===== src/sv/rrd_pkg.sv =====
`default_nettype none
package rrd_pkg;

  localparam int CompW  = 16;
  localparam int OutW   = 22;
  localparam int PW     = 26;
  localparam int DiffW  = 50;
  localparam int RootW  = DiffW / 2;
  localparam int FrontStages = 9;

  localparam logic signed [33:0] OneQ28 = 34'sd268435456;
  localparam logic signed [31:0] OutMax = 32'sd2097151;
  localparam logic signed [31:0] OutMin = -32'sd2097152;

  typedef logic [2:0][CompW-1:0] vec_t;
  typedef logic [2:0][PW-1:0]    pvec_t;

  // Data that rides alongside the square root pipeline.
  typedef struct packed {
    vec_t  n;
    pvec_t p;
  } carry_t;

endpackage
`default_nettype wire


===== src/sv/rrd_sqrt.sv =====
`default_nettype none
module rrd_sqrt (
  input  wire logic                          clk,
  input  wire logic                          rst_n,
  input  wire logic                          en,
  input  wire logic                          in_valid,
  input  wire logic [rrd_pkg::DiffW-1:0]     in_rad,
  input  wire rrd_pkg::carry_t               in_carry,
  output logic                               out_valid,
  output logic [rrd_pkg::RootW-1:0]          out_root,
  output logic [rrd_pkg::DiffW-1:0]          out_rem,
  output rrd_pkg::carry_t                    out_carry
);

  localparam int RW = rrd_pkg::RootW;
  localparam int AW = rrd_pkg::DiffW;

  logic                v_r     [RW+1];
  logic [AW-1:0]       rem_r   [RW+1];
  logic [RW-1:0]       root_r  [RW+1];
  rrd_pkg::carry_t     carry_r [RW+1];

  always_comb begin
    v_r[0]     = in_valid;
    rem_r[0]   = in_rad;
    root_r[0]  = '0;
    carry_r[0] = in_carry;
  end

  // One result bit per stage, most significant first; rem stays radicand minus root squared.
  for (genvar k = 0; k < RW; k++) begin : g_step
    localparam int B = RW - 1 - k;
    logic [AW-1:0] trial;
    logic          take;

    always_comb begin
      trial = (AW'(root_r[k]) << (B + 1)) | (AW'(1) << (2 * B));
      take  = rem_r[k] >= trial;
    end

    always_ff @(posedge clk) begin
      if (!rst_n) begin
        v_r[k+1] <= 1'b0;
      end else if (en) begin
        v_r[k+1] <= v_r[k];
      end
    end

    always_ff @(posedge clk) begin
      if (en) begin
        rem_r[k+1]   <= take ? rem_r[k] - trial : rem_r[k];
        root_r[k+1]  <= take ? (root_r[k] | (RW'(1) << B)) : root_r[k];
        carry_r[k+1] <= carry_r[k];
      end
    end
  end

  always_comb begin
    out_valid = v_r[RW];
    out_root  = root_r[RW];
    out_rem   = rem_r[RW];
    out_carry = carry_r[RW];
  end

endmodule
`default_nettype wire


===== config.mk =====
export PLATFORM = sky130hd
export DESIGN_NAME = rrd_sqrt
export DESIGN_NICKNAME = d
export VERILOG_FILES = /design/src/sv/rrd_pkg.sv /design/src/sv/rrd_sqrt.sv
export SDC_FILE = /design/constraint.sdc
export NUM_CORES = 2
export LEC_CHECK = 0
export CORE_UTILIZATION = 50
export CTS_BUF_LIST = sky130_fd_sc_hd__clkbuf_2
export DETAILED_ROUTE_END_ITERATION = 8
export DONT_BUFFER_PORTS = 1
export MAX_ROUTING_LAYER = met4
export PLACE_DENSITY = 0.68
export SLEW_MARGIN = 10
export SYNTH_ARGS = -nofsm -noshare
export SYNTH_HDL_FRONTEND = slang
export SYNTH_SLANG_ARGS = --single-unit

===== constraint.sdc =====
create_clock -name clk -period 3.23 [get_ports clk]
set_input_delay 0.646 -clock clk [delete_from_list [all_inputs] [get_ports clk]]
set_output_delay 0.646 -clock clk [all_outputs]
set_load 0.01 [all_outputs]

==> metrics.md <==
| Metric | Value |
|---|---|
| Multi-input logic area | 28,400 um2 |
| Top Ports | 382 |
| Violated checks | DRC, setup timing |
| Placed instance count | 14.2k |
| Setup Viol. Count Final | 270 |
| Outcome | finished with violations |
| Synth area leader | edfxtp_1 |
| DR WL/cell | 18.5 um |
| Width of the die | 588 um |
| TritonCTS clock tree | built |
| Antenna viol nets, final | 0 |
| Relative slew slack | 0.276 |
| Pre-CTS WS | -7240 ps |
| Most common cell after layout, fill and taps aside | edfxtp_1 |
| CTS root buffer | clkbuf_2 |
| Synth Warn # | 0 |
| Leakage | 75.7 nW |
| Num rows | 214 |
| Worst path slowest cell | o211ai_1 |
| Vias per inst | 5.06 |
| GRT Util Overall | 0.184 |
| Yosys cell types | 86 |
| WP data arrival | 5240 ps |
| Hold Crit Start | carry_r[2745] |
| Layout area overhead | 18.7% |
| Final setup skew | 207 ps |
| Die H | 588 um |
| Yosys reg bits | 4,750 |
| Longest Clk Path Bufs | 5 |
| Crit-path max cell delay | 440 ps |
| Top_reg_cell synth | edfxtp_1 |
| Max rail drop VDD | 0.544 mV |
| Share of the synthesized area in the top cell type | 0.826 |
| Vias in the first global route | 89.8k |
| Final-report max-slew violation count | 0 |
| Final worst slack | -237 ps |
| FF+latch area | 142,000 um2 |
| CTS H-tree depth | 7 |
| Initial core utilization | 0.504 |
| Cells after Synth | 9,303 |
| RR Startpoint | g_step[15].trial[20] |
| Fmax | 288 MHz |
| Worst Setup SP | g_step[15].trial[20] |
| Non-filler cells, final | 17.2k |
| Post-synth EDFFs | 4,725 |
| Mapped cell area | 172,000 um2 |
| DP Wirelength | 171,000 um |
| Layout Utilization | 0.599 |
| Most frequent cells in the layout | edfxtp_1 (4,725), clkbuf_2 (1,672), dlygate4sd3_1 (739), buf_4 (728), inv_1 (425) |
| Worst hold slack | 231 ps |
| Unrepaired setup endpoints after global routing | yes |
| Cts bufs inserted | 1,210 |
| Area contributors post-synth | edfxtp_1 (83%), ha_1 (2.5%), xnor2_1 (1.5%) |
| Final hold violations | 0 |
| Vias | 86.8k |
| Most used cell, CP | buf_4 |
| Initial antenna violation count | 14 |
| Tmin final | 3470 ps |
| Seq/Total Area, Yosys | 0.829 |
| # fillers | 24.5k |
| CORE AREA | 341,000 um2 |
| Crit end category | flop |
| Slew @ Worst Pin | 1080 ps |
| Global-route wire length before repair | 477,000 um |
| Largest net degree at the start of global routing | 266 |
| Layout cells sized above 1 | 0.243 |
| Tot Pwr | 0.131 W |
| Clock-pin slew on the worst setup and hold paths | 90 ps |
| Gr ovfl total | 0 |
| Crit Path Class | flop to flop |
| Global placer's final weighted congestion | 0.942 |
| Number of port buffers | 0 |
| Die area | 346,000 um2 |
| Nets | 12.4k |
| Power per Cell Area | 640 nW/um2 |
| Starting DRT DRC Count | 5,400 |
| Syn nets | 9,831 |
| Clk_lat worst skew | 2050 ps |
| Critical path, cell by cell | inv_2 > ha_4 > nor2b_4 > o31a_1 > o211ai_1 > buf_4 > nand3b_1 > a2111oi_4 > buf_4 > o21ai_4 > a21oi_2 > buf_6 > and3b_2 > xor2_2 |
| # clock sinks | 4,750 |
| Drt pass-1 iters | 9 |
| WP data required | 5000 ps |
| Period utilization | 1.07 |
| Worst-path fanout max | 7 |
| Ys async rst share | 0 |
| Startpoint types | flop |
| Detailed Route WL | 317,000 um |
| Max cap viols | 0 |
| Syn avg cell area | 18.5 um2 |
| Hold WC Path Type | flop to flop |
| DRC | 1 |
## routing by layer
layer,vias to the layer above,wire (um),global-route usage
met5,-,0,-
li1,41500,-,-
met3,859,14600,0.0417
met1,41900,125000,0.203
met2,2638,165000,0.308
met4,0,13200,0.104
## final timing paths
check | slack, ps | depth (start not counted) | end
hold / removal | 230 | 0 | carry_r[2619]
hold reg to reg | 230 | 0 | carry_r[2619]
setup reg to reg | -240 | 14 | rem_r[494]
setup / recovery | -240 | 14 | rem_r[494]
## cell type report
cell class | count | area share
clock buffer | 1672 | 0.0410
multi-input combinational | 3823 | 0.139
sequential | 4750 | 0.698
antenna | 15 | 0.000184
tap | 4536 | 0.0278
clock inverter | 314 | 0.00782
inverter | 436 | 0.00815
timing repair buffer | 1607 | 0.0780
## sequential cells by signal (all words and copies together), names as in the netlist
signal	flops
carry_r	3024
g_step.trial	300
out_carry	126
out_rem	50
out_root	25
out_valid	1
rem_r	1200
v_r	24
## synth_stat cells (all sizes together), types with 17 or more instances
cell type and instances:
inv 434, nor2 426, and3 26, clkbuf 98, nand4 91, mux2 55, ha 348, xnor2 290
nor4 196, o21a 86, nand3 99, o21ai 264, dfxtp 25, nor2b 71, or4 38, mux2i 35
xor2 270, nand3b 22, o21bai 27, nand2b 79, o31ai 38, a31oi 22, and2 18, a211oi 32
buf 196, or2 25, nand2 333, edfxtp 4725, nor3 140, nor4b 26, a21oi 355, a21o 120
or3 63, o211ai 17
## worst max-delay path: cells and delay by family, from the launching register on
family | cells | cell delay (ps)
AOI/OAI and AO/OA | 5 | 1300
buffers and inverters | 4 | 630
and+or+nand+nor | 3 | 490
DFF | 1 | 410
adders and majority gates | 1 | 200
xor gates and xnor gates | 1 | 190
## repair_timing
action / in CTS / in global routing
pin swaps: 8 / 146
endpoints found under the hold margin: 1402 / 0
hold buffers: 756 / 0
setup buffers: 0 / 96
gates resized for setup: 33 / 525
cloned: 18 / 36
setup endpoints to repair: 2628 / 1959
## report_power, final
part	internal, W	total [W]	switching, W
Sequential	0.0737	0.0765	0.00274
Clock	0.0149	0.0380	0.0231
Combinational	0.00736	0.0161	0.00870
Total	0.0960	0.131	0.0346
## cells by family (layout without fill, tap and decap cells)
| kind of cell | count (synthesis) | count (layout) | share of synthesized area |
|---|---|---|---|
| flip-flops | 4750 | 4750 | 0.829 |
| buffers and inverters | 730 | 4029 | 0.0199 |
| other | 0 | 15 | 0 |
| AND/OR/NAND/NOR | 1715 | 1715 | 0.0515 |
| adder cells (fa/ha/maj) | 348 | 348 | 0.0253 |
| XOR/XNOR | 560 | 560 | 0.0285 |
| AO/OA/AOI/OAI | 1110 | 1110 | 0.0405 |
| multiplexers | 90 | 90 | 0.00564 |
## stage by stage
stage                     setup TNS [ps]  instance area (um2)
after global placement                 -               182000
after CTS                        -290940               200000
after global routing              -47100               204000
after floorplan                     -164               172000
after detailed placement               -               182000
final                             -10360               204000
Power figures use the tool's default switching activity.
