## config.mk

```make
export PLATFORM = sky130hd
export DESIGN_NAME = rrd_back
export DESIGN_NICKNAME = d
export VERILOG_FILES = /design/src/sv/rrd_pkg.sv /design/src/sv/rrd_back.sv
export SDC_FILE = /design/constraint.sdc
export NUM_CORES = 2
export LEC_CHECK = 0
export ABC_CLOCK_PERIOD_IN_PS = 20100
export BUFFER_PORTS_ARGS = -buffer_cell sky130_fd_sc_hd__buf_2
export CAP_MARGIN = 20
export CELL_PAD_IN_SITES_DETAIL_PLACEMENT = 1
export CELL_PAD_IN_SITES_GLOBAL_PLACEMENT = 1
export CORE_MARGIN = 2
export CORE_UTILIZATION = 55
export DETAILED_ROUTE_END_ITERATION = 12
export GPL_ROUTABILITY_DRIVEN = 0
export GPL_TIMING_DRIVEN = 0
export HOLD_SLACK_MARGIN = 0.03
export PLACE_DENSITY_LB_ADDON = 0.1
export SLEW_MARGIN = 10
export SYNTH_ARGS = -nofsm -noshare
export SYNTH_HDL_FRONTEND = slang
export SYNTH_SLANG_ARGS = --single-unit
export TNS_END_PERCENT = 5
```

## constraint.sdc

```tcl
create_clock -name clk -period 20.1 [get_ports clk]
set_input_delay 4.02 -clock clk [delete_from_list [all_inputs] [get_ports clk]]
set_output_delay 4.02 -clock clk [all_outputs]
set_load 0.05 [all_outputs]
```

## src/sv/rrd_pkg.sv

```systemverilog
`default_nettype none
package rrd_pkg;

  localparam int CompW  = 16;
  localparam int OutW   = 22;
  localparam int PW     = 26;
  localparam int DiffW  = 50;
  localparam int RootW  = DiffW / 2;
  localparam int FrontStages = 9;

  localparam logic signed [33:0] OneQ28 = 34'sd268435456;
  localparam logic signed [31:0] OutMax = 32'sd2097151;
  localparam logic signed [31:0] OutMin = -32'sd2097152;

  typedef logic [2:0][CompW-1:0] vec_t;
  typedef logic [2:0][PW-1:0]    pvec_t;

  // Data that rides alongside the square root pipeline.
  typedef struct packed {
    vec_t  n;
    pvec_t p;
  } carry_t;

endpackage
`default_nettype wire

```

## src/sv/rrd_back.sv

```systemverilog
`default_nettype none
module rrd_back (
  input  wire logic                          clk,
  input  wire logic                          rst_n,
  input  wire logic                          en,
  input  wire logic                          in_valid,
  input  wire logic [rrd_pkg::RootW-1:0]     in_root,
  input  wire logic [rrd_pkg::DiffW-1:0]     in_rem,
  input  wire rrd_pkg::carry_t               in_carry,
  output logic                               out_valid,
  output logic signed [rrd_pkg::OutW-1:0]    out_x,
  output logic signed [rrd_pkg::OutW-1:0]    out_y,
  output logic signed [rrd_pkg::OutW-1:0]    out_z,
  output logic                               out_clip
);

  localparam int SW = rrd_pkg::RootW + 1;

  logic [2:0] v_r;
  logic [SW-1:0] r_s_r;
  rrd_pkg::carry_t r_c_r, m_c_r;
  logic signed [SW+16:0] m_sn_r [3];
  logic signed [rrd_pkg::OutW-1:0] o_r_r [3];
  logic o_clip_r;

  logic signed [SW+17:0] q_v [3];
  logic signed [31:0]    sum_v [3];
  logic signed [rrd_pkg::OutW-1:0] sat_v [3];
  logic [2:0] clip_v;

  always_comb begin
    for (int i = 0; i < 3; i++) begin
      q_v[i]   = (-(SW+18)'(m_sn_r[i]) + (SW+18)'(8192)) >>> 14;
      sum_v[i] = 32'($signed(m_c_r.p[i])) + 32'(q_v[i]);
      clip_v[i] = 1'b1;
      if (sum_v[i] > rrd_pkg::OutMax) begin
        sat_v[i] = rrd_pkg::OutW'(rrd_pkg::OutMax);
      end else if (sum_v[i] < rrd_pkg::OutMin) begin
        sat_v[i] = rrd_pkg::OutW'(rrd_pkg::OutMin);
      end else begin
        sat_v[i]  = rrd_pkg::OutW'(sum_v[i]);
        clip_v[i] = 1'b0;
      end
    end
  end

  always_ff @(posedge clk) begin
    if (!rst_n) begin
      v_r <= '0;
    end else if (en) begin
      v_r <= {v_r[1:0], in_valid};
    end
  end

  always_ff @(posedge clk) begin
    if (en) begin
      // Round to nearest: bump the root when the remainder exceeds it.
      r_s_r <= SW'(in_root) + SW'(in_rem > rrd_pkg::DiffW'(in_root));
      r_c_r <= in_carry;
      m_c_r <= r_c_r;
      for (int i = 0; i < 3; i++) begin
        m_sn_r[i] <= (SW+17)'($signed({1'b0, r_s_r}) * $signed(r_c_r.n[i]));
        o_r_r[i]  <= sat_v[i];
      end
      o_clip_r <= |clip_v;
    end
  end

  always_comb begin
    out_valid = v_r[2];
    out_x     = o_r_r[0];
    out_y     = o_r_r[1];
    out_z     = o_r_r[2];
    out_clip  = o_clip_r;
  end

endmodule
`default_nettype wire

```

==> summary.md <==
| Metric | Value |
|---|---|
| Setup bufs post-CTS | 0 |
| Reg2reg path depth | 23 |
| Crit Reg-Reg Endpoint | m_sn_r[0][127] |
| Storage element area | between 10000 and 15000 um^2 |
| Leading cell type in the layout, fill and taps excluded | inv_1 |
| Asr flop ratio synth | 0% |
| Crit Reg-Reg Startpoint | r_s_r[2] |
| Syn Area/Cell | ~9.7 um^2 |
| Clock Tree Root | clkbuf_16 |
| Routed wire length | just over 200 mm |
| WP data required | slightly above 20000 ps |
| Crit path capture type | register |
| Fill count | ~13000 |
| Die area | about 120000 um^2 |
| Hold path startpoint | r_c_r[48] |
| Residual DRC | 0 |
| Buffers added on ports | 272 |
| Post-synth EDFFs | approximately 430 |
| Yosys warnings | 0 |
| GR Util met1 | a little over two fifths |
| CTS tree | yes |
| Share of layout cells above drive strength 1 | roughly 6% |
| Pin count of the biggest net entering global routing | between 100 and 150 |
| TritonCTS buffer count | between 40 and 50 |
| Die Y | around 340 um |
| H-tree level count | 2 |
| Worst hold path type | register to register |
| GR Util met3 | 9.75% |
| Met2 usage | 57.3% |
| Relative max-transition margin | 4.65% |
| Yosys reg bits | 429 |
| Synth unique cells | 76 |
| I/O pin total | between 200 and 300 |
| Final setup violation count | 0 |
| Max-capacitance violation count | 0 |
| CTS sink count | roughly 430 |
| Post-Syn Nets | roughly 8100 |
| Tot GR Track Use | ~35% |
| Post-synthesis cell area | just over 60000 um^2 |
| RSZ-0062 raised after global routing | false |
| Gr ovfl total | 0 |
| GRT busiest layer | met2 |
| Worst-path fanout max | 10 |
| Synth Instances | about 6400 |
| Achievable Freq | ~100 MHz |
| Final Hold Viols | 0 |
| Worst setup path class | register to register |
| TNS Setup | 0 ps |
| Post-cts hold buffer count | 0 |
| Main flop type after synthesis | edfxtp_1 |
| Pins Over Slew Limit | 0 |
| Global-route wire length before repair | between 300 and 400 mm |
| Later-pin clock latency in the skew report | 650 ps |
| Initial core utilization | 55.3% |
| Initial antenna violation count | 35 |
| Least-Margin Pin Slew | about 1400 ps |
| Core Area | between 100000 and 150000 um^2 |
| Vias in the first global route | 53000 |
| CTS max path bufs | 3 |
| Crit path arrival time | 10110 ps |
| DP HPWL | about 160 mm |
| Die X | around 340 um |
| ANT nets after route | 0 |
| Worst Hold Path Cells | 0 |
| Final nets | roughly 8500 |
| Crit path time final | ~10000 ps |
| Post-CTS resize count | 0 |
| Commonest cells after routing, fill and taps aside | inv_1, fa_1, nand2_1 |
| Startpoint types | register |
| Post-synthesis sequential area ratio | about a fifth |
| Fin crit share | 48.3% |
| Via count | approximately 48000 |
| Starting DRT DRC Count | roughly 3800 |
| Flop-to-flop setup slack | approximately 10000 ps |
| Worst hold endpoint | m_c_r[48] |
| Via/cell ratio | roughly 5.8 |
| Setup Skew | 16.9 ps |
| TritonRoute pass-1 iters | 6 |
| Reg clk slew, reported paths | ~60 ps |
| Area of the multi-input gates | 43200 um^2 |
| Area delta synth->final | 8.45% |
| Std-Cell Rows | 123 |
| Status | completed |
| DR WL/cell | about 25 um |
==> cell usage after synthesis, types with 5 or more instances <==
cell type / instances / area share [%]
a2111oi_0: 5 / 0.071
a211o_1: 9 / 0.13
a211oi_1: 29 / 0.35
a21o_1: 119 / 1.4
a21oi_1: 192 / 1.6
a31o_2: 10 / 0.14
a31oi_1: 25 / 0.25
a41oi_1: 7 / 0.099
and2_1: 563 / 5.7
and3_1: 17 / 0.17
and4_1: 9 / 0.13
clkbuf_1: 265 / 1.6
edfxtp_1: 426 / 21
fa_1: 1005 / 32
ha_1: 543 / 11
inv_1: 1294 / 7.8
nand2_1: 777 / 4.7
nand2b_1: 64 / 0.65
nand3_1: 48 / 0.39
nand4_1: 32 / 0.32
nor2_1: 189 / 1.1
nor2b_1: 27 / 0.27
nor3_1: 45 / 0.36
nor4_1: 31 / 0.31
o2111ai_1: 8 / 0.11
o211ai_1: 14 / 0.17
o21a_1: 43 / 0.52
o21ai_0: 138 / 1.1
o21bai_1: 33 / 0.40
o22ai_1: 6 / 0.061
o31a_1: 5 / 0.071
o31ai_1: 13 / 0.16
or2_2: 5 / 0.050
or3_1: 19 / 0.19
or4_1: 6 / 0.073
xnor2_1: 197 / 2.8
xor2_1: 84 / 1.2
==> cell type report <==
cell class                      instances  share of cell area [%]
Sequential cell                       429                    19.1
Tap cell                             1500                    2.79
Clock buffer                           60                    1.92
Buffer                                270                    1.53
Inverter                             1297                    7.25
Timing Repair Buffer                  298                    2.60
Clock inverter                         28                   0.346
Antenna cell                           33                   0.123
Multi-Input combinational cell       4391                    64.3
==> cell families (layout without fill, tap and decap cells) <==
| family | Yosys count | in the layout | synth area share (%) |
|---|---|---|---|
| muxes | 8 | 8 | 0.137 |
| xor gates and xnor gates | 281 | 281 | 3.97 |
| adders and majority gates | 1548 | 1548 | 43.4 |
| AOI/OAI and AO/OA | 688 | 688 | 7.13 |
| DFF | 429 | 429 | 20.7 |
| buffers and inverters | 1567 | 1953 | 9.51 |
| other | 0 | 33 | 0 |
| and+or+nand+nor | 1866 | 1866 | 15.1 |
==> worst max-delay path, stage by stage, from the launching register on <==
cell and delay [ps]:
edfxtp_1 460, clkbuf_1 820, clkbuf_1 960, nand2_1 260
fa_1 750, fa_1 470, inv_1 90, fa_1 460
fa_1 430, fa_1 520, inv_1 60, fa_1 580
inv_1 60, ha_1 370, and3_1 220, nand3_1 150
nor4b_1 770, o21ai_0 360, a31oi_1 540, a31oi_1 360
o22ai_1 350, a211o_1 200, a21oi_1 100, xnor2_1 120
==> per-layer routing <==
layer	wire length (um)	up-vias
met1	75200	24500
li1	-	20700
met2	94900	2367
met3	20300	742
met5	310	-
met4	13200	18
==> worst max-delay path by stage <==
stage               startpoint              to  slack, ps
finish                r_s_r[2]  m_sn_r[0][127]      10390
global route         r_s_r[12]  m_sn_r[0][126]      10410
CTS                   r_s_r[5]   m_sn_r[0][84]      10760
detailed placement    r_s_r[5]   m_sn_r[0][84]      10800
global placement            en          v_r[2]       8550
floorplan           in_root[1]       r_s_r[24]      12960
==> registers in the layout, indices dropped and copies added (netlist names) <==
register  flops
out_clip      1
v_r           3
o_r_r        66
r_c_r       126
m_sn_r      129
m_c_r        78
r_s_r        26
==> through the flow <==
step           utilization, %  hold WS [ps]  area, um^2  worst slack [ps]  std cells
3_5_place_dp             58.4           406       65400             10800       8169
3_3_place_gp             58.2           401       65200              8550       8159
2_1_floorplan               -           400       61900             12960       6387
6_report                 60.0           418       67200             10390       8306
4_1_cts                  59.7           418       66900             10760       8257
5_1_grt                  59.9           421       67100             10410       8283
Power is not shown: default switching activity piles up to over one toggle a cycle in this logic, so the estimate is an artifact.
